<file path="src/hw/rtl/coap_message_parser_assert.svh">
// Assertion helpers for the CoAP parser; both expect clk and arst_n in scope.
`ifndef COAP_MESSAGE_PARSER_ASSERT_SVH
`define COAP_MESSAGE_PARSER_ASSERT_SVH
`ifndef SYNTHESIS
`define COAP_ASSERT(lbl, cond) \
	lbl: assert property (@(posedge clk) disable iff (!arst_n) (cond)) \
		else $error("coap parser assertion failed");
`define COAP_ASSERT_NEXT(lbl, ante, cons) \
	lbl: assert property (@(posedge clk) disable iff (!arst_n) (ante) |=> (cons)) \
		else $error("coap parser assertion failed");
`else
`define COAP_ASSERT(lbl, cond)
`define COAP_ASSERT_NEXT(lbl, ante, cons)
`endif
`endif

</file>
<file path="src/hw/rtl/coap_pkg.sv">
`timescale 1ns / 1ps
package coap_pkg;

	localparam int OPT_W = 4;

	typedef struct packed {
		logic [7:0] data_byte;
		logic       last_byte;
	} coap_in_t;

	typedef struct packed {
		logic [2:0]  byte_role;
		logic [7:0]  byte_value;
		logic [1:0]  message_type;
		logic [3:0]  token_length;
		logic [7:0]  message_code;
		logic [15:0] message_id;
		logic [15:0] option_number;
		logic [15:0] option_length;
		logic [3:0]  option_index;
		logic        packet_end;
		logic [1:0]  packet_status;
	} coap_out_t;

	localparam logic [2:0] ROLE_HEADER   = 3'd0;
	localparam logic [2:0] ROLE_TOKEN    = 3'd1;
	localparam logic [2:0] ROLE_OPTHEAD  = 3'd2;
	localparam logic [2:0] ROLE_OPTVALUE = 3'd3;
	localparam logic [2:0] ROLE_MARKER   = 3'd4;
	localparam logic [2:0] ROLE_PAYLOAD  = 3'd5;
	localparam logic [2:0] ROLE_IGNORED  = 3'd6;

	localparam logic [1:0] STATUS_OK      = 2'd0;
	localparam logic [1:0] STATUS_DROPPED = 2'd1;
	localparam logic [1:0] STATUS_OPT_ERR = 2'd2;

	localparam logic [OPT_W-1:0] OPTION_LIMIT_RESET = 4'd10;

	localparam logic [1:0]  COAP_VERSION = 2'd1;
	localparam logic [3:0]  TKL_MAX      = 4'd8;
	localparam logic [3:0]  NIB_EXT1     = 4'd13;
	localparam logic [3:0]  NIB_EXT2     = 4'd14;
	localparam logic [3:0]  NIB_RSVD     = 4'd15;
	localparam logic [7:0]  PAYLOAD_MARK = 8'hFF;
	localparam logic [15:0] EXT1_BIAS    = 16'd13;
	localparam logic [15:0] EXT2_BIAS    = 16'd269;

endpackage

</file>
<file path="src/hw/rtl/coap_parse_core.sv">
`timescale 1ns / 1ps
module coap_parse_core #(
	parameter int MAX_DATAGRAM_BYTES = 1024,
	parameter int MAX_OPTIONS = 15
) (
	input  logic                          clk,
	input  logic                          arst_n,
	input  logic                          accept,
	input  coap_pkg::coap_in_t            item,
	input  logic [coap_pkg::OPT_W-1:0]    option_limit,
	output coap_pkg::coap_out_t           result
);
	import coap_pkg::*;

	localparam int CNT_W = $clog2(MAX_DATAGRAM_BYTES + 1);

	localparam logic [3:0] PH_HEADER  = 4'd0;
	localparam logic [3:0] PH_TOKEN   = 4'd1;
	localparam logic [3:0] PH_OPTION  = 4'd2;
	localparam logic [3:0] PH_DEXT1   = 4'd3;
	localparam logic [3:0] PH_DEXT2A  = 4'd4;
	localparam logic [3:0] PH_DEXT2B  = 4'd5;
	localparam logic [3:0] PH_LEXT1   = 4'd6;
	localparam logic [3:0] PH_LEXT2A  = 4'd7;
	localparam logic [3:0] PH_LEXT2B  = 4'd8;
	localparam logic [3:0] PH_VALUE   = 4'd9;
	localparam logic [3:0] PH_PAYLOAD = 4'd10;
	localparam logic [3:0] PH_IGNORE  = 4'd11;

	logic [3:0]       phase_q, phase_n;
	logic [CNT_W-1:0] cnt_q, cnt_n;
	logic [31:0]      hdr_q, hdr_n;
	logic [3:0]       tok_q, tok_n;
	logic [15:0]      num_q, num_n;
	logic [3:0]       nib_q, nib_n;
	logic [7:0]       ext_q, ext_n;
	logic [15:0]      rem_q, rem_n;
	logic [OPT_W-1:0] seen_q, seen_n;
	logic [1:0]       err_q, err_n;
	logic [15:0]      len_q, len_n;

	logic [OPT_W-1:0] limit;
	logic [2:0]       role;
	logic             len_stage, set_len, finish;
	logic [15:0]      len_val;
	logic [1:0]       end_status;
	logic [7:0]       b;

	assign b = item.data_byte;
	assign limit = (option_limit < OPT_W'(MAX_OPTIONS)) ? option_limit : OPT_W'(MAX_OPTIONS);

	always_comb begin
		phase_n = phase_q;
		cnt_n = cnt_q;
		hdr_n = hdr_q;
		tok_n = tok_q;
		num_n = num_q;
		nib_n = nib_q;
		ext_n = ext_q;
		rem_n = rem_q;
		seen_n = seen_q;
		err_n = err_q;
		len_n = len_q;
		role = ROLE_IGNORED;
		len_stage = 1'b0;
		set_len = 1'b0;
		len_val = '0;
		finish = 1'b0;
		// past the buffer size a byte leaves the state alone
		if (cnt_q < CNT_W'(MAX_DATAGRAM_BYTES)) begin
			cnt_n = cnt_q + CNT_W'(1);
			case (phase_q)
				PH_HEADER: begin
					role = ROLE_HEADER;
					case (cnt_q[1:0])
						2'd0: hdr_n[31:24] = hdr_q[31:24] | b;
						2'd1: hdr_n[23:16] = hdr_q[23:16] | b;
						2'd2: hdr_n[15:8] = hdr_q[15:8] | b;
						default: hdr_n[7:0] = hdr_q[7:0] | b;
					endcase
					if (cnt_q == '0 && (b[7:6] != COAP_VERSION || b[3:0] > TKL_MAX)) begin
						err_n = STATUS_DROPPED;
					end
					if (cnt_q == CNT_W'(3)) begin
						tok_n = hdr_n[27:24];
						if (err_n != STATUS_OK) begin
							phase_n = PH_IGNORE;
						end else if (tok_n != '0) begin
							phase_n = PH_TOKEN;
						end else begin
							phase_n = PH_OPTION;
						end
					end
				end
				PH_TOKEN: begin
					role = ROLE_TOKEN;
					tok_n = tok_q - 4'd1;
					if (tok_n == '0) begin
						phase_n = PH_OPTION;
					end
				end
				PH_OPTION: begin
					if (b == PAYLOAD_MARK) begin
						role = ROLE_MARKER;
						phase_n = PH_PAYLOAD;
					end else if (seen_q >= limit) begin
						role = ROLE_IGNORED;
						phase_n = PH_IGNORE;
					end else begin
						role = ROLE_OPTHEAD;
						nib_n = b[3:0];
						len_n = '0;
						if (b[7:4] == NIB_RSVD || b[3:0] == NIB_RSVD) begin
							err_n = STATUS_OPT_ERR;
							phase_n = PH_IGNORE;
						end else if (b[7:4] == NIB_EXT1) begin
							phase_n = PH_DEXT1;
						end else if (b[7:4] == NIB_EXT2) begin
							phase_n = PH_DEXT2A;
						end else begin
							num_n = num_q + {12'd0, b[7:4]};
							len_stage = 1'b1;
						end
					end
				end
				PH_DEXT1: begin
					role = ROLE_OPTHEAD;
					num_n = num_q + {8'd0, b} + EXT1_BIAS;
					len_stage = 1'b1;
				end
				PH_DEXT2A: begin
					role = ROLE_OPTHEAD;
					ext_n = b;
					phase_n = PH_DEXT2B;
				end
				PH_DEXT2B: begin
					role = ROLE_OPTHEAD;
					num_n = num_q + {ext_q, b} + EXT2_BIAS;
					len_stage = 1'b1;
				end
				PH_LEXT1: begin
					role = ROLE_OPTHEAD;
					set_len = 1'b1;
					len_val = {8'd0, b} + EXT1_BIAS;
				end
				PH_LEXT2A: begin
					role = ROLE_OPTHEAD;
					ext_n = b;
					phase_n = PH_LEXT2B;
				end
				PH_LEXT2B: begin
					role = ROLE_OPTHEAD;
					set_len = 1'b1;
					len_val = {ext_q, b} + EXT2_BIAS;
				end
				PH_VALUE: begin
					role = ROLE_OPTVALUE;
					rem_n = rem_q - 16'd1;
					if (rem_n == '0) begin
						finish = 1'b1;
					end
				end
				PH_PAYLOAD: role = ROLE_PAYLOAD;
				default: role = ROLE_IGNORED;
			endcase

			// delta known: now decode the length nibble
			if (len_stage) begin
				if (nib_n < NIB_EXT1) begin
					set_len = 1'b1;
					len_val = {12'd0, nib_n};
				end else if (nib_n == NIB_EXT1) begin
					phase_n = PH_LEXT1;
				end else begin
					phase_n = PH_LEXT2A;
				end
			end
			if (set_len) begin
				len_n = len_val;
				rem_n = len_val;
				if (len_val == '0) begin
					finish = 1'b1;
				end else begin
					phase_n = PH_VALUE;
				end
			end
			if (finish) begin
				if (seen_q != {OPT_W{1'b1}}) begin
					seen_n = seen_q + OPT_W'(1);
				end
				phase_n = PH_OPTION;
			end
		end
	end

	always_comb begin
		if (err_n != STATUS_OK) begin
			end_status = err_n;
		end else begin
			case (phase_n)
				PH_HEADER, PH_TOKEN: end_status = STATUS_DROPPED;
				PH_DEXT1, PH_DEXT2A, PH_DEXT2B, PH_LEXT1, PH_LEXT2A, PH_LEXT2B,
				PH_VALUE: end_status = STATUS_OPT_ERR;
				default: end_status = STATUS_OK;
			endcase
		end
	end

	always_comb begin
		result.byte_role = role;
		result.byte_value = b;
		result.message_type = hdr_n[29:28];
		result.token_length = hdr_n[27:24];
		result.message_code = hdr_n[23:16];
		result.message_id = hdr_n[15:0];
		if (role == ROLE_OPTHEAD || role == ROLE_OPTVALUE) begin
			result.option_number = num_n;
			result.option_length = len_n;
			result.option_index = seen_q;
		end else begin
			result.option_number = '0;
			result.option_length = '0;
			result.option_index = '0;
		end
		result.packet_end = item.last_byte;
		result.packet_status = item.last_byte ? end_status : STATUS_OK;
	end

	always_ff @(posedge clk or negedge arst_n) begin
		if (!arst_n) begin
			phase_q <= PH_HEADER;
			cnt_q <= '0;
			hdr_q <= '0;
			tok_q <= '0;
			num_q <= '0;
			nib_q <= '0;
			ext_q <= '0;
			rem_q <= '0;
			seen_q <= '0;
			err_q <= STATUS_OK;
			len_q <= '0;
		end else if (accept) begin
			if (item.last_byte) begin
				// rearm for the next datagram
				phase_q <= PH_HEADER;
				cnt_q <= '0;
				hdr_q <= '0;
				tok_q <= '0;
				num_q <= '0;
				nib_q <= '0;
				ext_q <= '0;
				rem_q <= '0;
				seen_q <= '0;
				err_q <= STATUS_OK;
				len_q <= '0;
			end else begin
				phase_q <= phase_n;
				cnt_q <= cnt_n;
				hdr_q <= hdr_n;
				tok_q <= tok_n;
				num_q <= num_n;
				nib_q <= nib_n;
				ext_q <= ext_n;
				rem_q <= rem_n;
				seen_q <= seen_n;
				err_q <= err_n;
				len_q <= len_n;
			end
		end
	end

endmodule

</file>
<file path="src/hw/rtl/coap_message_parser.sv">
`timescale 1ns / 1ps
// CoAP message parser: classifies the bytes of a received datagram.
// Input channel (in_valid / in_stall / in_data): one datagram byte per
// request, with last_byte set on the final byte. Output channel (out_valid /
// out_stall / out_data): exactly one result per byte, in order, carrying the
// byte's role, the header fields seen so far and, for option bytes, the
// running option number, value length and option index. The result of the
// last byte carries packet_end and the packet status, and the parser rearms.
// Config channel (cfg_valid / cfg_ready / cfg_data): option_limit, always
// ready; write it only while no datagram is in flight.
// Results are registered. Throughput: one byte per cycle while in_stall is
// low; each byte is decoded by a single pass of logic between the parser
// state registers and the result register.
// A result register plus one skid entry let one more byte in while the
// receiver stalls; in_stall rises only once the skid entry is full.
// Reset clears the parser to the start of a datagram, empties the output
// side and sets option_limit to 10.
module coap_message_parser #(
	parameter int MAX_DATAGRAM_BYTES = 1024,
	parameter int MAX_OPTIONS = 15
) (
	input  logic                       clk,
	input  logic                       arst_n,
	input  logic                       in_valid,
	output logic                       in_stall,
	input  coap_pkg::coap_in_t         in_data,
	output logic                       out_valid,
	input  logic                       out_stall,
	output coap_pkg::coap_out_t        out_data,
	input  logic                       cfg_valid,
	output logic                       cfg_ready,
	input  logic [coap_pkg::OPT_W-1:0] cfg_data
);
	import coap_pkg::*;
`include "coap_message_parser_assert.svh"

	logic [OPT_W-1:0] option_limit_q;
	logic             in_acc, out_free;
	coap_out_t        result;
	coap_out_t        out_q, skid_q;
	logic             out_vld_q, skid_vld_q;
	logic             opt_fields_ok;

	assign cfg_ready = 1'b1;
	assign in_stall = skid_vld_q;
	assign in_acc = in_valid && !skid_vld_q;
	assign out_free = !out_vld_q || !out_stall;
	assign out_valid = out_vld_q;
	assign out_data = out_q;

	// option fields are only meaningful on option bytes
	assign opt_fields_ok = out_q.byte_role == ROLE_OPTHEAD || out_q.byte_role == ROLE_OPTVALUE ||
		(out_q.option_number == 16'd0 && out_q.option_index == 4'd0);

	always_ff @(posedge clk or negedge arst_n) begin
		if (!arst_n) begin
			option_limit_q <= OPTION_LIMIT_RESET;
		end else if (cfg_valid && cfg_ready) begin
			option_limit_q <= cfg_data;
		end
	end

	coap_parse_core #(
		.MAX_DATAGRAM_BYTES(MAX_DATAGRAM_BYTES),
		.MAX_OPTIONS(MAX_OPTIONS)
	) u_core (
		.clk(clk),
		.arst_n(arst_n),
		.accept(in_acc),
		.item(in_data),
		.option_limit(option_limit_q),
		.result(result)
	);

	always_ff @(posedge clk or negedge arst_n) begin
		if (!arst_n) begin
			out_vld_q <= 1'b0;
			skid_vld_q <= 1'b0;
		end else if (out_free) begin
			out_vld_q <= skid_vld_q || in_acc;
			skid_vld_q <= 1'b0;
		end else if (in_acc) begin
			skid_vld_q <= 1'b1;
		end
	end

	always_ff @(posedge clk) begin
		if (out_free) begin
			out_q <= skid_vld_q ? skid_q : result;
		end else if (in_acc) begin
			skid_q <= result;
		end
	end

	`COAP_ASSERT(a_skid_needs_out, !skid_vld_q || out_vld_q)
	`COAP_ASSERT_NEXT(a_stalled_result_kept, out_vld_q && out_stall, out_vld_q)
	`COAP_ASSERT_NEXT(a_skid_kept, skid_vld_q && out_stall, skid_vld_q)
	`COAP_ASSERT(a_status_at_end, !out_vld_q || out_q.packet_end || out_q.packet_status == STATUS_OK)
	`COAP_ASSERT(a_opt_fields_zero, !out_vld_q || opt_fields_ok)

endmodule

</file>
<file path="config.mk">
export PLATFORM = sky130hd
export DESIGN_NAME = coap_message_parser
export DESIGN_NICKNAME = d
export VERILOG_FILES = /design/src/hw/rtl/coap_pkg.sv /design/src/hw/rtl/coap_parse_core.sv /design/src/hw/rtl/coap_message_parser.sv
export VERILOG_INCLUDE_DIRS = /design/src /design/src/hw/rtl
export SDC_FILE = /design/constraint.sdc
export NUM_CORES = 1
export LEC_CHECK = 0
export BUFFER_PORTS_ARGS = -buffer_cell sky130_fd_sc_hd__buf_2
export CAP_MARGIN = 20
export CORE_UTILIZATION = 61
export DETAILED_ROUTE_END_ITERATION = 6
export PLACE_DENSITY = 0.83
export SYNTH_ARGS = -nofsm -noshare
export SYNTH_HDL_FRONTEND = slang
export SYNTH_SLANG_ARGS = --single-unit
</file>
<file path="constraint.sdc">
create_clock -name clk -period 16.76 [get_ports clk]
set_clock_uncertainty 0.2 [all_clocks]
set_input_delay 3.352 -clock clk [delete_from_list [all_inputs] [get_ports clk]]
set_output_delay 3.352 -clock clk [all_outputs]
set_load 0.03 [all_outputs]
</file>
==> results.cfg <==
[die]
die_h_um = 159
initial_utilization_pct = 61.9
die_w_um = 159
fp.coreArea_um2 = 24200
io_pins = 101
rows = 57
die_area_um2 = 25200

[sta]
tightest_slew_ns = 1.17
setup_slack_ns = 9.80
maxSlewViolCount = 0
period_minus_slack_ns = 6.96
setup_tns_ns = 0
rsz0062_at_grt = false
hold_viol = 0
setup_violations = 0
maxSlewHeadroom_pct = 21.8
period_share_pct = 41.5
fmax_mhz = 144

[logic_synthesis]
syn_area_um2 = 15000
ys_seq_area_share_pct = 52.2
syn-num-nets = 1509
synth.distinct_cells = 85
syn_inst = 1439
synth.largest_area_cell = edfxtp_1
synth_warnings = 0
synth_edf_count = 160
synth.top_cell.area_share_pct = 32.0
synth_top_flop_cell = edfxtp_1
synth_seq_cells = 281
async_flop_share_pct = 43.1
synth_area_per_cell_um2 = 10.4
synth_area_leaders = edfxtp_1, dfrtp_1, ha_1, nand2_1, o21ai_0

[setup_path]
endpoint = out_data[1]
worstReg2RegEnd = u_core.rem_q[15]
startpoint_type = input pin
startpoint = in_data[2]
arrival_ns = 7.08
ff2ff_path_depth = 12
r2r-start = u_core.seen_q[0]
worst-r2r-setup-slack_ns = 12.07
endpoint_kind = register
worst-setup-path-type = input pin to register
crit_required_ns = 16.88
cp_max_fo = 13

[global_routing]
antenna_found_initial = 2
overflow = 0
grt_max_degree = 78
grt_pass1_vias = 11700
grt_pass1_wl_um = 66000
grt.total_usage_pct = 33.5

[flow_run]
maxCapViolCount = 0

[cts]
cts_max_level = 1
cts_buffer_depth = 3
clk_latency_ns = 0.57
cts_setup_buffers = 0
cts_num_sinks = 281
cts_tree = built
cts_inserted_buffers = 29
cts_root_buf = clkbuf_16
holdBufCountCts = 0
cts.clk_slew.worst_paths_ns = 0.07
cts_resized = 0

[pwr]
power.total_uw = 2530
ir_worst_vdd_v = 0.000113
p_leak_uw = 0.00735
power_density_nw_per_um2 = 150

[layout]
final_cells = 1857
area_growth_pct = 11.9
final_cell_mix = nand2_1, edfxtp_1, nor2_1
drive_gt1_share_pct = 15.6
final_nets = 1579

[routing]
via_per_inst = 6.61
dr.pass1.iters = 5
drc = 0
vias = 12300
wl_um = 42100
ant_nets = 0
drt_iter0_drc = 1492
wl_per_cell_um = 22.7

[place]
place_inst = 1801
portBuffers = 99
routabilityCongestion = 0.967
post-place-ws_ns = 9.33
dp_hpwl_um = 28300

[min_path]
hp-class = register to register

[run_status]
status = finished, final reports clean
-- report_power, final --
part	internal, uW	switching (uW)	total [uW]
clock network	403	279	683
registers	850	73.6	923
logic	288	632	921
-- how the worst min path moves through the flow --
stage                      from               end  slack (ns)  cells past startpoint
6_report        u_core.len_q[9]   u_core.len_q[9]        0.29                      2
5_1_grt        u_core.len_q[13]  u_core.len_q[13]        0.32                      2
4_1_cts         u_core.len_q[9]   u_core.len_q[9]        0.29                      2
3_5_place_dp    u_core.len_q[9]   u_core.len_q[9]        0.28                      2
3_3_place_gp    u_core.len_q[0]   u_core.len_q[0]        0.26                      1
2_1_floorplan   u_core.len_q[0]   u_core.len_q[0]        0.25                      1
-- layer usage --
metal | share of wire [%] | track usage, % | vias to the layer above
li1 | - | - | 5485
met1 | 41 | 48.0 | 5947
met2 | 44 | 50.1 | 728
met3 | 11 | 7.39 | 110
met4 | 3.4 | 12.6 | 0
met5 | 0 | 0 | -
-- kinds of logic (layout without fill, tap and decap cells) --
family	after synthesis	count (layout)	share of synthesized area [%]
AND/OR/NAND/NOR	454	454	14.3
AO/OA/AOI/OAI	430	430	19.5
flip-flops	281	281	52.2
buffers and inverters	130	223	3.39
adder cells (fa/ha/maj)	52	52	4.44
multiplexers	50	50	3.73
XOR/XNOR	41	41	2.39
other	1	2	0.0250
-- critical path, cell delays in order --
cell     delay (ns)
buf_2          0.27
ha_1           0.31
nand3_2        0.17
o21ai_2        0.25
a21o_1         0.39
mux2i_2        0.46
nor2_1         0.07
nor2_1         0.72
nand2_1        0.13
a32o_1         0.36
a211o_1        0.28
a31oi_1        0.21
o21ai_0        0.10
-- state kept, by name (all words and copies together) (netlist names) --
| signal | cells |
|---|---|
| out_data | 80 |
| skid_q | 80 |
| u_core.hdr_q | 30 |
| u_core.len_q | 16 |
| u_core.num_q | 16 |
| u_core.rem_q | 16 |
| u_core.cnt_q | 11 |
| u_core.ext_q | 8 |
| option_limit_q | 4 |
| u_core.nib_q | 4 |
| u_core.phase_q | 4 |
| u_core.seen_q | 4 |
| u_core.tok_q | 4 |
| u_core.err_q | 2 |
| in_stall | 1 |
| out_valid | 1 |
-- cell usage after synthesis (4+ instances only) --
| library cell | instances |
|---|---|
| a32o_1 | 4 |
| o21ai_0 | 113 |
| or4_1 | 5 |
| buf_1 | 4 |
| mux2i_1 | 5 |
| nor3_1 | 37 |
| nor2_1 | 121 |
| o22ai_1 | 14 |
| nand2_1 | 161 |
| o41ai_1 | 4 |
| mux2_2 | 43 |
| or2_2 | 4 |
| a22oi_1 | 23 |
| buf_2 | 5 |
| edfxtp_1 | 160 |
| or3_1 | 17 |
| inv_1 | 50 |
| a31oi_1 | 23 |
| and3_1 | 14 |
| ha_1 | 50 |
| and2_1 | 16 |
| a22o_1 | 30 |
| xor2_1 | 22 |
| clkbuf_1 | 67 |
| nor4_1 | 7 |
| a211oi_1 | 4 |
| o211ai_1 | 7 |
| nand3_1 | 16 |
| a21o_1 | 11 |
| o211a_1 | 26 |
| o31ai_1 | 28 |
| a211o_1 | 4 |
| o32ai_1 | 6 |
| nand2b_1 | 14 |
| nand4_1 | 7 |
| dfrtp_1 | 119 |
| a21oi_1 | 70 |
| nor2b_1 | 16 |
| xnor2_1 | 19 |
| o21bai_1 | 18 |
-- final cells by class --
| cell class | count | area, um^2 |
|---|---|---|
| repair buffers | 118 | 644 |
| fillers | 1794 | 7450 |
| well taps | 324 | 405 |
| clock buffers | 39 | 845 |
| multi-input cells | 1028 | 6680 |
| clock inverters | 15 | 188 |
| flip-flops and latches | 281 | 7840 |
| diodes | 1 | 2.50 |
| inverters | 51 | 191 |
-- through the flow --
| stage | cell area [um^2] | hold slack, ns | util (%) |
|---|---|---|---|
| 6_report | 16800 | 0.289 | 69.3 |
| 5_1_grt | 16800 | 0.317 | 69.3 |
| 4_1_cts | 16800 | 0.290 | 69.2 |
| 3_5_place_dp | 15700 | 0.277 | 64.9 |
| 3_3_place_gp | 15700 | 0.260 | 64.9 |
| 2_1_floorplan | 15000 | 0.249 | - |
Power figures use the tool's default switching activity.
